File: src/rtl/sia_pkg.sv
// Shared types, constants and helpers for the signed integer to ASCII converter.
// No dependencies; every other file of the block but sia_ram uses it.
package sia_pkg;

  localparam int VALUE_WIDTH = 32;
  localparam int BASE_W      = 6;
  localparam int CHAR_W      = 7;

  localparam logic [BASE_W-1:0] BASE_MIN      = 6'd2;
  localparam logic [BASE_W-1:0] BASE_MAX      = 6'd36;
  localparam logic [BASE_W-1:0] DECIMAL_LIMIT = 6'd10;

  localparam logic [CHAR_W-1:0] CHAR_ZERO          = 7'h30;
  localparam logic [CHAR_W-1:0] CHAR_LETTER_OFFSET = 7'h37;
  localparam logic [CHAR_W-1:0] CHAR_MINUS         = 7'h2D;

  typedef struct packed {
    logic load;
    logic step;
    logic digit;
    logic sign_out;
    logic fetch;
    logic digit_out;
  } cmd_t;

  typedef struct packed {
    logic div_last;
    logic q_zero;
    logic neg;
    logic ndig_zero;
    logic slot_free;
  } sts_t;

  function automatic logic [CHAR_W-1:0] digit_char(input logic [BASE_W-1:0] d);
    logic [CHAR_W-1:0] dx;
    dx = {1'b0, d};
    return (d < DECIMAL_LIMIT) ? (dx + CHAR_ZERO) : (dx + CHAR_LETTER_OFFSET);
  endfunction

endpackage

File: src/rtl/sia_if.sv
// Valid/ready channel interfaces for the integer word and the character word.
// Depends on sia_pkg for field widths.
interface sia_in_if #(
  parameter int VALUE_WIDTH = sia_pkg::VALUE_WIDTH
);
  logic                          valid;
  logic                          ready;
  logic signed [VALUE_WIDTH-1:0] value;
  logic [sia_pkg::BASE_W-1:0]    base;

  modport source (output valid, output value, output base, input ready);
  modport sink   (input valid, input value, input base, output ready);
endinterface

interface sia_out_if;
  logic                       valid;
  logic                       ready;
  logic [sia_pkg::CHAR_W-1:0] ascii_code;
  logic                       last_char;

  modport source (output valid, output ascii_code, output last_char, input ready);
  modport sink   (input valid, input ascii_code, input last_char, output ready);
endinterface

File: src/rtl/sia_ram.sv
// Generic single-write, single-read RAM with registered read data.
// No dependencies.
module sia_ram #(
  parameter int WIDTH = 6,
  parameter int DEPTH = 33
) (
  input  logic                     clk,
  input  logic                     we,
  input  logic [$clog2(DEPTH)-1:0] waddr,
  input  logic [WIDTH-1:0]         wdata,
  input  logic                     re,
  input  logic [$clog2(DEPTH)-1:0] raddr,
  output logic [WIDTH-1:0]         rdata
);

  logic [WIDTH-1:0] mem [DEPTH];
  logic [WIDTH-1:0] rdata_r;

  always_ff @(posedge clk) begin
    if (we) begin
      mem[waddr] <= wdata;
    end
    if (re) begin
      rdata_r <= mem[raddr];
    end
  end

  assign rdata = rdata_r;

endmodule

File: src/rtl/sia_ctrl.sv
// Sequencer for conversion: divide, store digit, emit sign and digits.
// Depends on sia_pkg for the command and status structs.
module sia_ctrl (
  input  logic          clk,
  input  logic          rst_n,
  input  logic          in_valid,
  output logic          in_ready,
  input  sia_pkg::sts_t sts,
  output sia_pkg::cmd_t cmd
);

  typedef enum logic [2:0] {
    ST_IDLE,
    ST_DIV,
    ST_DIGIT,
    ST_SIGN,
    ST_FETCH,
    ST_EMIT
  } state_t;

  state_t state_r, state_nxt;

  always_ff @(posedge clk) begin
    if (!rst_n) begin
      state_r <= ST_IDLE;
    end else begin
      state_r <= state_nxt;
    end
  end

  always_comb begin
    state_nxt = state_r;
    cmd       = '0;
    in_ready  = 1'b0;
    unique case (state_r)
      ST_IDLE: begin
        in_ready = rst_n;
        cmd.load = in_valid && rst_n;
        if (in_valid && rst_n) state_nxt = ST_DIV;
      end
      ST_DIV: begin
        cmd.step = 1'b1;
        if (sts.div_last) state_nxt = ST_DIGIT;
      end
      ST_DIGIT: begin
        cmd.digit = 1'b1;
        if (sts.q_zero) state_nxt = sts.neg ? ST_SIGN : ST_FETCH;
        else state_nxt = ST_DIV;
      end
      ST_SIGN: begin
        if (sts.slot_free) begin
          cmd.sign_out = 1'b1;
          state_nxt    = ST_FETCH;
        end
      end
      ST_FETCH: begin
        cmd.fetch = 1'b1;
        state_nxt = ST_EMIT;
      end
      ST_EMIT: begin
        if (sts.slot_free) begin
          cmd.digit_out = 1'b1;
          state_nxt     = sts.ndig_zero ? ST_IDLE : ST_FETCH;
        end
      end
      default: state_nxt = ST_IDLE;
    endcase
  end

endmodule

File: src/rtl/sia_dp.sv
// Datapath: magnitude, bit-serial divider, digit stack and output register.
// Depends on sia_pkg and sia_ram.
module sia_dp #(
  parameter int VALUE_WIDTH = sia_pkg::VALUE_WIDTH
) (
  input  logic                          clk,
  input  logic                          rst_n,
  input  logic signed [VALUE_WIDTH-1:0] in_value,
  input  logic [sia_pkg::BASE_W-1:0]    in_base,
  input  sia_pkg::cmd_t                 cmd,
  output sia_pkg::sts_t                 sts,
  output logic                          out_valid,
  input  logic                          out_ready,
  output logic [sia_pkg::CHAR_W-1:0]    out_ascii_code,
  output logic                          out_last_char
);

  localparam int SLOTS = VALUE_WIDTH + 1;
  localparam int AW    = $clog2(SLOTS);
  localparam int CW    = $clog2(VALUE_WIDTH);
  localparam int BW    = sia_pkg::BASE_W;

  logic [VALUE_WIDTH-1:0] mag_r, mag_nxt;
  logic [BW-1:0]          rem_r, rem_nxt;
  logic [BW-1:0]          base_r;
  logic                   neg_r;
  logic [CW-1:0]          bitcnt_r;
  logic [AW-1:0]          ndig_r;
  logic [BW:0]            rem_t;
  logic [BW-1:0]          rem_sub;
  logic                   ge;
  logic [BW-1:0]          base_clamp;
  logic [BW-1:0]          rd_digit;

  logic                         out_valid_r;
  logic [sia_pkg::CHAR_W-1:0]   out_code_r;
  logic                         out_last_r;

  always_comb begin
    if (in_base < sia_pkg::BASE_MIN) base_clamp = sia_pkg::BASE_MIN;
    else if (in_base > sia_pkg::BASE_MAX) base_clamp = sia_pkg::BASE_MAX;
    else base_clamp = in_base;
  end

  assign rem_t   = {rem_r, mag_r[VALUE_WIDTH-1]};
  assign ge      = rem_t >= {1'b0, base_r};
  assign rem_sub = rem_t[BW-1:0] - base_r;
  assign rem_nxt = ge ? rem_sub : rem_t[BW-1:0];
  assign mag_nxt = {mag_r[VALUE_WIDTH-2:0], ge};

  always_ff @(posedge clk) begin
    if (cmd.load) begin
      neg_r    <= in_value[VALUE_WIDTH-1];
      mag_r    <= in_value[VALUE_WIDTH-1] ? (~in_value + 1'b1) : in_value;
      base_r   <= base_clamp;
      rem_r    <= '0;
      bitcnt_r <= '0;
      ndig_r   <= '0;
    end else if (cmd.step) begin
      mag_r    <= mag_nxt;
      rem_r    <= rem_nxt;
      bitcnt_r <= bitcnt_r + 1'b1;
    end else if (cmd.digit) begin
      rem_r    <= '0;
      bitcnt_r <= '0;
      ndig_r   <= ndig_r + 1'b1;
    end else if (cmd.fetch) begin
      ndig_r   <= ndig_r - 1'b1;
    end
  end

  sia_ram #(
    .WIDTH (BW),
    .DEPTH (SLOTS)
  ) u_stack (
    .clk   (clk),
    .we    (cmd.digit),
    .waddr (ndig_r),
    .wdata (rem_r),
    .re    (cmd.fetch),
    .raddr (ndig_r - 1'b1),
    .rdata (rd_digit)
  );

  always_ff @(posedge clk) begin
    if (!rst_n) begin
      out_valid_r <= 1'b0;
    end else if (cmd.sign_out || cmd.digit_out) begin
      out_valid_r <= 1'b1;
    end else if (out_ready) begin
      out_valid_r <= 1'b0;
    end
  end

  always_ff @(posedge clk) begin
    if (cmd.sign_out) begin
      out_code_r <= sia_pkg::CHAR_MINUS;
      out_last_r <= 1'b0;
    end else if (cmd.digit_out) begin
      out_code_r <= sia_pkg::digit_char(rd_digit);
      out_last_r <= (ndig_r == '0);
    end
  end

  assign sts.div_last  = (bitcnt_r == CW'(VALUE_WIDTH - 1));
  assign sts.q_zero    = (mag_r == '0);
  assign sts.neg       = neg_r;
  assign sts.ndig_zero = (ndig_r == '0);
  assign sts.slot_free = !out_valid_r || out_ready;

  assign out_valid      = out_valid_r;
  assign out_ascii_code = out_code_r;
  assign out_last_char  = out_last_r;

endmodule

File: src/rtl/signed_integer_to_ascii_base_core.sv
// Top level of the signed integer to ASCII converter: controller plus datapath.
// Depends on sia_pkg, sia_if, sia_ctrl, sia_dp (and sia_ram below it).
//
//   channel | dir | payload             | handshake
//   in_ch   | in  | value, base         | valid/ready
//   out_ch  | out | ascii_code, last_char | valid/ready
//
// One item at a time. Each digit comes from the single bit-serial divider and
// goes onto the digit stack RAM; each character is then read back (fetch,
// then emit) from that stack, the sign first if the value is negative.
// Synchronous active-low reset clears the sequencer and output valid.
// A stalled out_ch holds the character; the next number is taken while the
// last character still waits.
module signed_integer_to_ascii_base_core #(
  parameter int VALUE_WIDTH = sia_pkg::VALUE_WIDTH
) (
  input  logic      clk,
  input  logic      rst_n,
  sia_in_if.sink    in_ch,
  sia_out_if.source out_ch
);

  sia_pkg::cmd_t cmd;
  sia_pkg::sts_t sts;

  sia_ctrl u_ctrl (
    .clk      (clk),
    .rst_n    (rst_n),
    .in_valid (in_ch.valid),
    .in_ready (in_ch.ready),
    .sts      (sts),
    .cmd      (cmd)
  );

  sia_dp #(
    .VALUE_WIDTH (VALUE_WIDTH)
  ) u_dp (
    .clk            (clk),
    .rst_n          (rst_n),
    .in_value       (in_ch.value),
    .in_base        (in_ch.base),
    .cmd            (cmd),
    .sts            (sts),
    .out_valid      (out_ch.valid),
    .out_ready      (out_ch.ready),
    .out_ascii_code (out_ch.ascii_code),
    .out_last_char  (out_ch.last_char)
  );

`ifndef SYNTHESIS
  a_busy_after_accept: assert property (@(posedge clk) disable iff (!rst_n)
    (in_ch.valid && in_ch.ready) |=> !in_ch.ready)
    else $error("input taken while a conversion is in progress");

  a_load_into_free_slot: assert property (@(posedge clk) disable iff (!rst_n)
    (cmd.sign_out || cmd.digit_out) |-> sts.slot_free)
    else $error("character overwrites a word not yet taken");

  a_one_command: assert property (@(posedge clk) disable iff (!rst_n)
    $onehot0({cmd.load, cmd.step, cmd.digit, cmd.sign_out, cmd.fetch, cmd.digit_out}))
    else $error("datapath commands overlap");

  a_last_frees_input: assert property (@(posedge clk) disable iff (!rst_n)
    (cmd.digit_out && sts.ndig_zero) |=> in_ch.ready)
    else $error("sequencer not idle after final character");
`endif

endmodule
File: src/flat_wrapper.sv
// flat-port wrapper written by rule: the top's interface ports become plain ports
module signed_integer_to_ascii_base_core_flat 
#(
  parameter int VALUE_WIDTH = sia_pkg::VALUE_WIDTH
)
  (clk, rst_n, in_ch_valid, in_ch_value, in_ch_base, in_ch_ready, out_ch_valid, out_ch_ascii_code, out_ch_last_char, out_ch_ready);
  sia_in_if #(.VALUE_WIDTH(VALUE_WIDTH)) in_ch_i ();
  sia_out_if out_ch_i ();
  input  logic clk;
  input  logic rst_n;
  input wire logic [$bits(in_ch_i.valid)-1:0] in_ch_valid;
  input wire logic [$bits(in_ch_i.value)-1:0] in_ch_value;
  input wire logic [$bits(in_ch_i.base)-1:0] in_ch_base;
  output wire logic [$bits(in_ch_i.ready)-1:0] in_ch_ready;
  output wire logic [$bits(out_ch_i.valid)-1:0] out_ch_valid;
  output wire logic [$bits(out_ch_i.ascii_code)-1:0] out_ch_ascii_code;
  output wire logic [$bits(out_ch_i.last_char)-1:0] out_ch_last_char;
  input wire logic [$bits(out_ch_i.ready)-1:0] out_ch_ready;
  assign in_ch_i.valid = in_ch_valid;
  assign in_ch_i.value = in_ch_value;
  assign in_ch_i.base = in_ch_base;
  assign in_ch_ready = in_ch_i.ready;
  assign out_ch_valid = out_ch_i.valid;
  assign out_ch_ascii_code = out_ch_i.ascii_code;
  assign out_ch_last_char = out_ch_i.last_char;
  assign out_ch_i.ready = out_ch_ready;
  signed_integer_to_ascii_base_core #(.VALUE_WIDTH(VALUE_WIDTH)) u_core (.clk(clk), .rst_n(rst_n), .in_ch(in_ch_i), .out_ch(out_ch_i));
endmodule
File: config.mk
export PLATFORM = sky130hd
export DESIGN_NAME = signed_integer_to_ascii_base_core_flat
export DESIGN_NICKNAME = d
export VERILOG_FILES = /design/src/rtl/sia_pkg.sv /design/src/rtl/sia_if.sv /design/src/rtl/sia_ram.sv /design/src/rtl/sia_ctrl.sv /design/src/rtl/sia_dp.sv /design/src/rtl/signed_integer_to_ascii_base_core.sv /design/src/flat_wrapper.sv
export SDC_FILE = /design/constraint.sdc
export NUM_CORES = 1
export LEC_CHECK = 0
export ABC_AREA = 1
export BUFFER_PORTS_ARGS = -buffer_cell sky130_fd_sc_hd__clkbuf_2
export CORE_MARGIN = 3
export CORE_UTILIZATION = 55
export CTS_BUF_LIST = sky130_fd_sc_hd__clkbuf_16
export CTS_CLUSTER_SIZE = 25
export DETAILED_ROUTE_END_ITERATION = 8
export GPL_TIMING_DRIVEN = 0
export PLACE_DENSITY = 0.72
export SYNTH_ARGS = -nofsm -noshare
export SYNTH_HDL_FRONTEND = slang
export SYNTH_SLANG_ARGS = --single-unit
File: constraint.sdc
create_clock -name clk -period 6.1 [get_ports clk]
set_input_delay 0 -clock clk [delete_from_list [all_inputs] [get_ports clk]]
set_output_delay 0 -clock clk [all_outputs]
set_load 0.01 [all_outputs]
[Word level (Yosys, flattened, before mapping)]
Memories as Yosys holds them, arrays and structs flattened. A register that Yosys moved wholly into a read port is not among the register bits.
Index checks and enable logic that the tools add are counted.
Storage, ports and cells
  bits in registers: 68
  memory bits (writable): 198
  input bits: 42
  output and inout port bits: 10
  logic and storage cells: 81
  memories: 1
Memory list
  u_core.u_dp.u_stack.mem: words 33, bits a word 6, read ports 1, clocked after memory_dff 1, write ports 1, RTL line sia_ram.sv:16  | logic [WIDTH-1:0] mem [DEPTH];
Cells by class
  $add $sub $neg: 7
  order comparisons: 4
  equal/unequal tests: 10
  muxes and demuxes: 32
  bitwise gates (word level): 2
  reduce and logical (&&, ||, !) cells: 14
Operators with widths (number)
  $mux 32: 3
  $mux 6: 6
  $add 32x1->32 const B: 1
  $logic_not 32->1: 1
  $not 32->32: 1
  $mux 3: 7
  $pmux 3 s6: 1
  $add 6x6->7 const B: 2
  $mux 1: 12
  $mux 5: 2
  $reduce_bool 2->1: 4
  $ge 7x6->1: 1
  $mux 7: 1
  $add 6x1->6 const B: 1
  $eq 3x2->1 const B: 2
  $eq 3x3->1 const B: 2
  $gt 6x6->1 const B: 1
  $logic_not 6->1: 1
  $lt 6x2->1 const B: 1
  $lt 6x4->1 const B: 1
  $ne 2x1->1 const B: 3
  $sub 6x1->6 const B: 1
  $sub 6x6->6: 1
  $add 5x1->5 const B: 1
  other kinds (11): 12

[Longest topological paths before layout]
  depth in word-level cells: 6
  gate-level depth with buffers: 17
  depth with buffers taken out: 12

[Hierarchy]
A second synthesis with hierarchy kept.
Second synthesis, totals
  cells, all modules: 1372
  area, all modules: 13128.8 sq um
Modules (own cells, without submodules)
  sia_ram: instances 1, cells each 716, area each 8354.3 sq um, seq. area each 6125.9 sq um
  sia_dp: instances 1, cells each 598, area each 4411.7 sq um, seq. area each 1691.6 sq um
  sia_ctrl: instances 1, cells each 58, area each 362.8 sq um, seq. area each 60.1 sq um

[Worst setup path before layout]
Ideal clock, no wire load.
  kind: register -> register
  start point: register u_core.u_dp.ndig_r[0]
  end point: register u_core.u_dp.u_stack.rdata_r[4], in the netlist u_core.u_dp.u_stack.rdata[4] (read register of u_core.u_dp.u_stack.mem), data pin
  library setup time: 0.253 ns
  arrival time: 2.024 ns
  required time: 5.847 ns
  path slack: 3.823 ns
  cell stages (with the launch flop): 16
  path buffers: 5
  clock period less this slack: 2.277 ns
  cells stage by stage: dfxtp_1 buf_4 inv_4 buf_4 buf_4 ha_1 buf_2 inv_1 clkbuf_1 nor2_1 o21ai_0 nand3_1 nand3_1 nand3_1 nand3_1 nand2_1
Between the ends
  cells in the longest elaborated chain, start to end: 1
Ends and longest elaborated chain
  from (decl): RTL line sia_dp.sv:28  | logic [AW-1:0] ndig_r;
  from (signal assigned): RTL line sia_dp.sv:66  | ndig_r <= ndig_r + 1'b1;
  from (signal assigned): RTL line sia_dp.sv:68  | ndig_r <= ndig_r - 1'b1;
  $sub 6x1->6: RTL line sia_dp.sv:81  | .raddr (ndig_r - 1'b1),
  to (decl): RTL line sia_ram.sv:17  | logic [WIDTH-1:0] rdata_r;
Every way passes these cells.
A chain may end at the register's enable or synchronous reset.

[Worst setup path in the final report]
  start point: register u_core.u_dp.ndig_r[0]
  end point: register u_core.u_dp.u_stack.rdata_r[1], in the netlist u_core.u_dp.u_stack.rdata[1] (read register of u_core.u_dp.u_stack.mem), data pin
Same word-level chain as after synthesis.

==> flow_summary.json <==
{
  "power_density_mw_per_mm2": 469,
  "drive_gt1_share_pct": 12.0,
  "antenna_left": 0,
  "status": "completed",
  "via_count": 10100,
  "synth.area.top_cells": "edfxtp_1 (56%), nor2_1 (8.2%), nand2_1 (7.8%)",
  "fin_crit_ns": 3.21,
  "drv_slew": 0,
  "dr_wl_met3_mm": 2.90,
  "clk-insertion-delay-late_ns": 0.54,
  "grt_max_degree": 38,
  "seq_area_frac_synth_pct": 60.6,
  "cts_tree": "built",
  "synth_nets": 1417,
  "nets": 1543,
  "clk_pin_slew_ns": 0.06,
  "die_area_mm2": 0.0255,
  "synthToLayoutAreaGrowth_pct": 15.4,
  "dp.cells": 1723,
  "port-buffer-count": 51,
  "antenna_found_initial": 0,
  "start_util_pct": 56.8,
  "skew_ns": 0.0173,
  "ys_ff_latch": 272,
  "pre_cts_ws_ns": 3.03,
  "worstPathRequired_ns": 6.38,
  "track_usage_pct": 25.6,
  "worst_slew_pin_slew_ns": 1.46,
  "io_pins": 52,
  "p_leak_nw": 6.00,
  "synthCells": 1359,
  "path_max_fanout": 11,
  "h-tree-depth": 1,
  "setup_viol": 0,
  "fin_area_mm2": 0.0150,
  "core_mm2": 0.0229,
  "cts.repair.resized": 0,
  "cts_hold_buf": 45,
  "firstDrtPassIters": 6,
  "drt_wl_total_mm": 33.2,
  "cts_buffers": 28,
  "wl_met2_mm": 15.5,
  "synth.avg_cell_area_um2": 9.57,
  "period_share_pct": 52.6,
  "rsz0062_at_grt": "false",
  "cts_max_path_buffers": 3,
  "rows": 55,
  "yosys.cell_types.count": 50,
  "hold_viol": 0,
  "whs_ns": 0.0552,
  "gp_congestion": 0.961,
  "drtIter0Drc": 1360,
  "die_h_um": 160,
  "drv_cap": 0,
  "diodes": 0,
  "cts.sinks": 272,
  "max_freq_mhz": 312,
  "wl_met1_mm": 14.0,
  "cp_data_arrival_time_ns": 3.49,
  "wl_per_cell_um": 18.2,
  "layout_setup_ws_ns": 2.89,
  "drc_errors": 0,
  "yosys_warnings": 0,
  "synth.largest_area_cell": "edfxtp_1",
  "die_width_um": 160,
  "first_global_vias": 9758,
  "worst_setup_path_end_kind": "flop",
  "worst_setup_path_start_kind": "flop",
  "overflow": 0,
  "synth_area_mm2": 0.0130,
  "grt_pass1_wl_mm": 52.1,
  "postCtsSetupBuffers": 0,
  "irDropWorstVdd_v": 0.000264,
  "placed_cell_area_mm2": 0.0137,
  "via_per_inst": 5.58,
  "totalNegativeSetupSlack_ns": 0,
  "min_path_type": "in2reg",
  "crit_type": "reg2reg",
  "dp_hpwl_mm": 21.8,
  "root_buffer": "clkbuf_16",
  "highest_layer": "met4",
  "yosysTopAreaCellShare_pct": 56.1,
  "slew_headroom_pct": 2.38,
  "fin_cells": 1818
}
## worst paths after layout
path | from | to | slack (ns) | cells past startpoint
worst min register to register | u_core.u_dp.bitcnt_r[4] | u_core.u_dp.bitcnt_r[4] | 0.47 | 2
worst min-delay path | in_ch_valid | u_core.u_dp.bitcnt_r[3] | 0.06 | 4
worst max-delay path | u_core.u_dp.ndig_r[0] | u_core.u_dp.u_stack.rdata[1] | 2.89 | 15
worst max register to register | u_core.u_dp.ndig_r[0] | u_core.u_dp.u_stack.rdata[1] | 2.89 | 15
## stage by stage
step                      util, %  total power [mW]
after detailed placement     59.6              5.30
after global routing         65.5              7.42
after floorplan                 -              4.38
after global placement       59.6              5.25
after CTS                    65.5              6.98
final                        65.5              7.04
## synth_stat cells (all sizes together)
library cell / instances
dfxtp: 29
a221oi: 1
a21o: 1
xor2: 19
nor2: 291
a31oi: 2
o211ai: 10
a22oi: 2
buf: 44
nand4: 16
o22ai: 1
or2: 1
xnor2: 6
a21oi: 30
fa: 1
a311oi: 1
nand3: 100
inv: 101
clkbuf: 13
nand2: 278
o221ai: 2
a211oi: 2
ha: 15
o21ai: 139
o31ai: 4
edfxtp: 243
nor3: 5
nand3b: 2
## logic make-up (layout without fill, tap and decap cells)
group | Yosys count | count (layout) | share of synthesized area (%)
AND/OR/NAND/NOR | 693 | 693 | 22.1
flip-flops | 272 | 272 | 60.6
AO/OA/AOI/OAI | 195 | 195 | 8.23
buffers and inverters | 158 | 304 | 5.60
XOR/XNOR | 25 | 25 | 1.94
adder cells (fa/ha/maj) | 16 | 16 | 1.60
## state kept, by name, summed over array words and instances, names as in the netlist
name,flops
u_core.u_dp.u_stack.mem,198
u_core.u_dp.mag_r,32
u_core.u_dp.out_ascii_code,7
u_core.u_dp.base_r,6
u_core.u_dp.ndig_r,6
u_core.u_dp.rem_r,6
u_core.u_dp.u_stack.rdata,6
u_core.u_dp.bitcnt_r,5
u_core.u_ctrl.state_r,3
u_core.u_dp.neg_r,1
u_core.u_dp.out_last_char,1
u_core.u_dp.out_valid,1
## worst max-delay path: stages, from the launching register on
cell and delay (ns):
dfxtp_1 0.35, buf_4 0.19, inv_4 0.08, buf_4 0.18, buf_4 0.20, ha_1 0.32, buf_2 0.17, inv_1 0.11
clkbuf_1 0.49, nor2_1 0.12, o21ai_0 0.12, nand3_1 0.14, nand3_1 0.12, nand3_1 0.11, nand3_1 0.15, nand2_1 0.08
## cell type report
class	count	area, um2
multi-input cells	929	4400
repair buffers	96	706
clock buffers	29	726
flip-flops and latches	272	7880
clock inverters	21	171
well taps	313	392
fillers	1837	7910
plain buffers	57	339
inverters	101	389
## cells in the final DEF, fill, tap and decap left out, types with 5 or more instances in the layout
cell | synthesis | final
edfxtp_1 | 243 | 243
o21ai_0 | 117 | 117
clkbuf_16 | 0 | 29
dfxtp_1 | 29 | 24
nand3_1 | 99 | 99
dfxtp_2 | 0 | 5
buf_6 | 5 | 5
clkbuf_2 | 2 | 53
buf_4 | 11 | 11
nand2_1 | 272 | 271
o211ai_1 | 9 | 9
inv_2 | 10 | 10
xnor2_1 | 5 | 5
buf_2 | 26 | 26
nand2_2 | 5 | 6
dlygate4sd3_1 | 0 | 45
nand4_1 | 16 | 16
clkinv_1 | 0 | 6
clkbuf_1 | 11 | 11
ha_1 | 15 | 15
nor2_1 | 284 | 284
o21ai_1 | 18 | 18
inv_1 | 87 | 93
xor2_1 | 17 | 17
a21oi_1 | 29 | 29
## report_power, final
| part | internal, mW | leakage, nW | switching [mW] |
|---|---|---|---|
| combinational | 0.819 | 3.05 | 1.83 |
| clock | 0.980 | 0.461 | 0.685 |
| sequential | 2.44 | 2.49 | 0.289 |
| total | 4.24 | 6.00 | 2.80 |
## per-layer routing
layer  vias up  global-route usage (%)
met5         -                       0
met4         0                    6.59
met3        66                    4.07
met2       439                    41.5
met1      4793                    36.4
li1       4846                       -
Power figures use the tool's default switching activity.
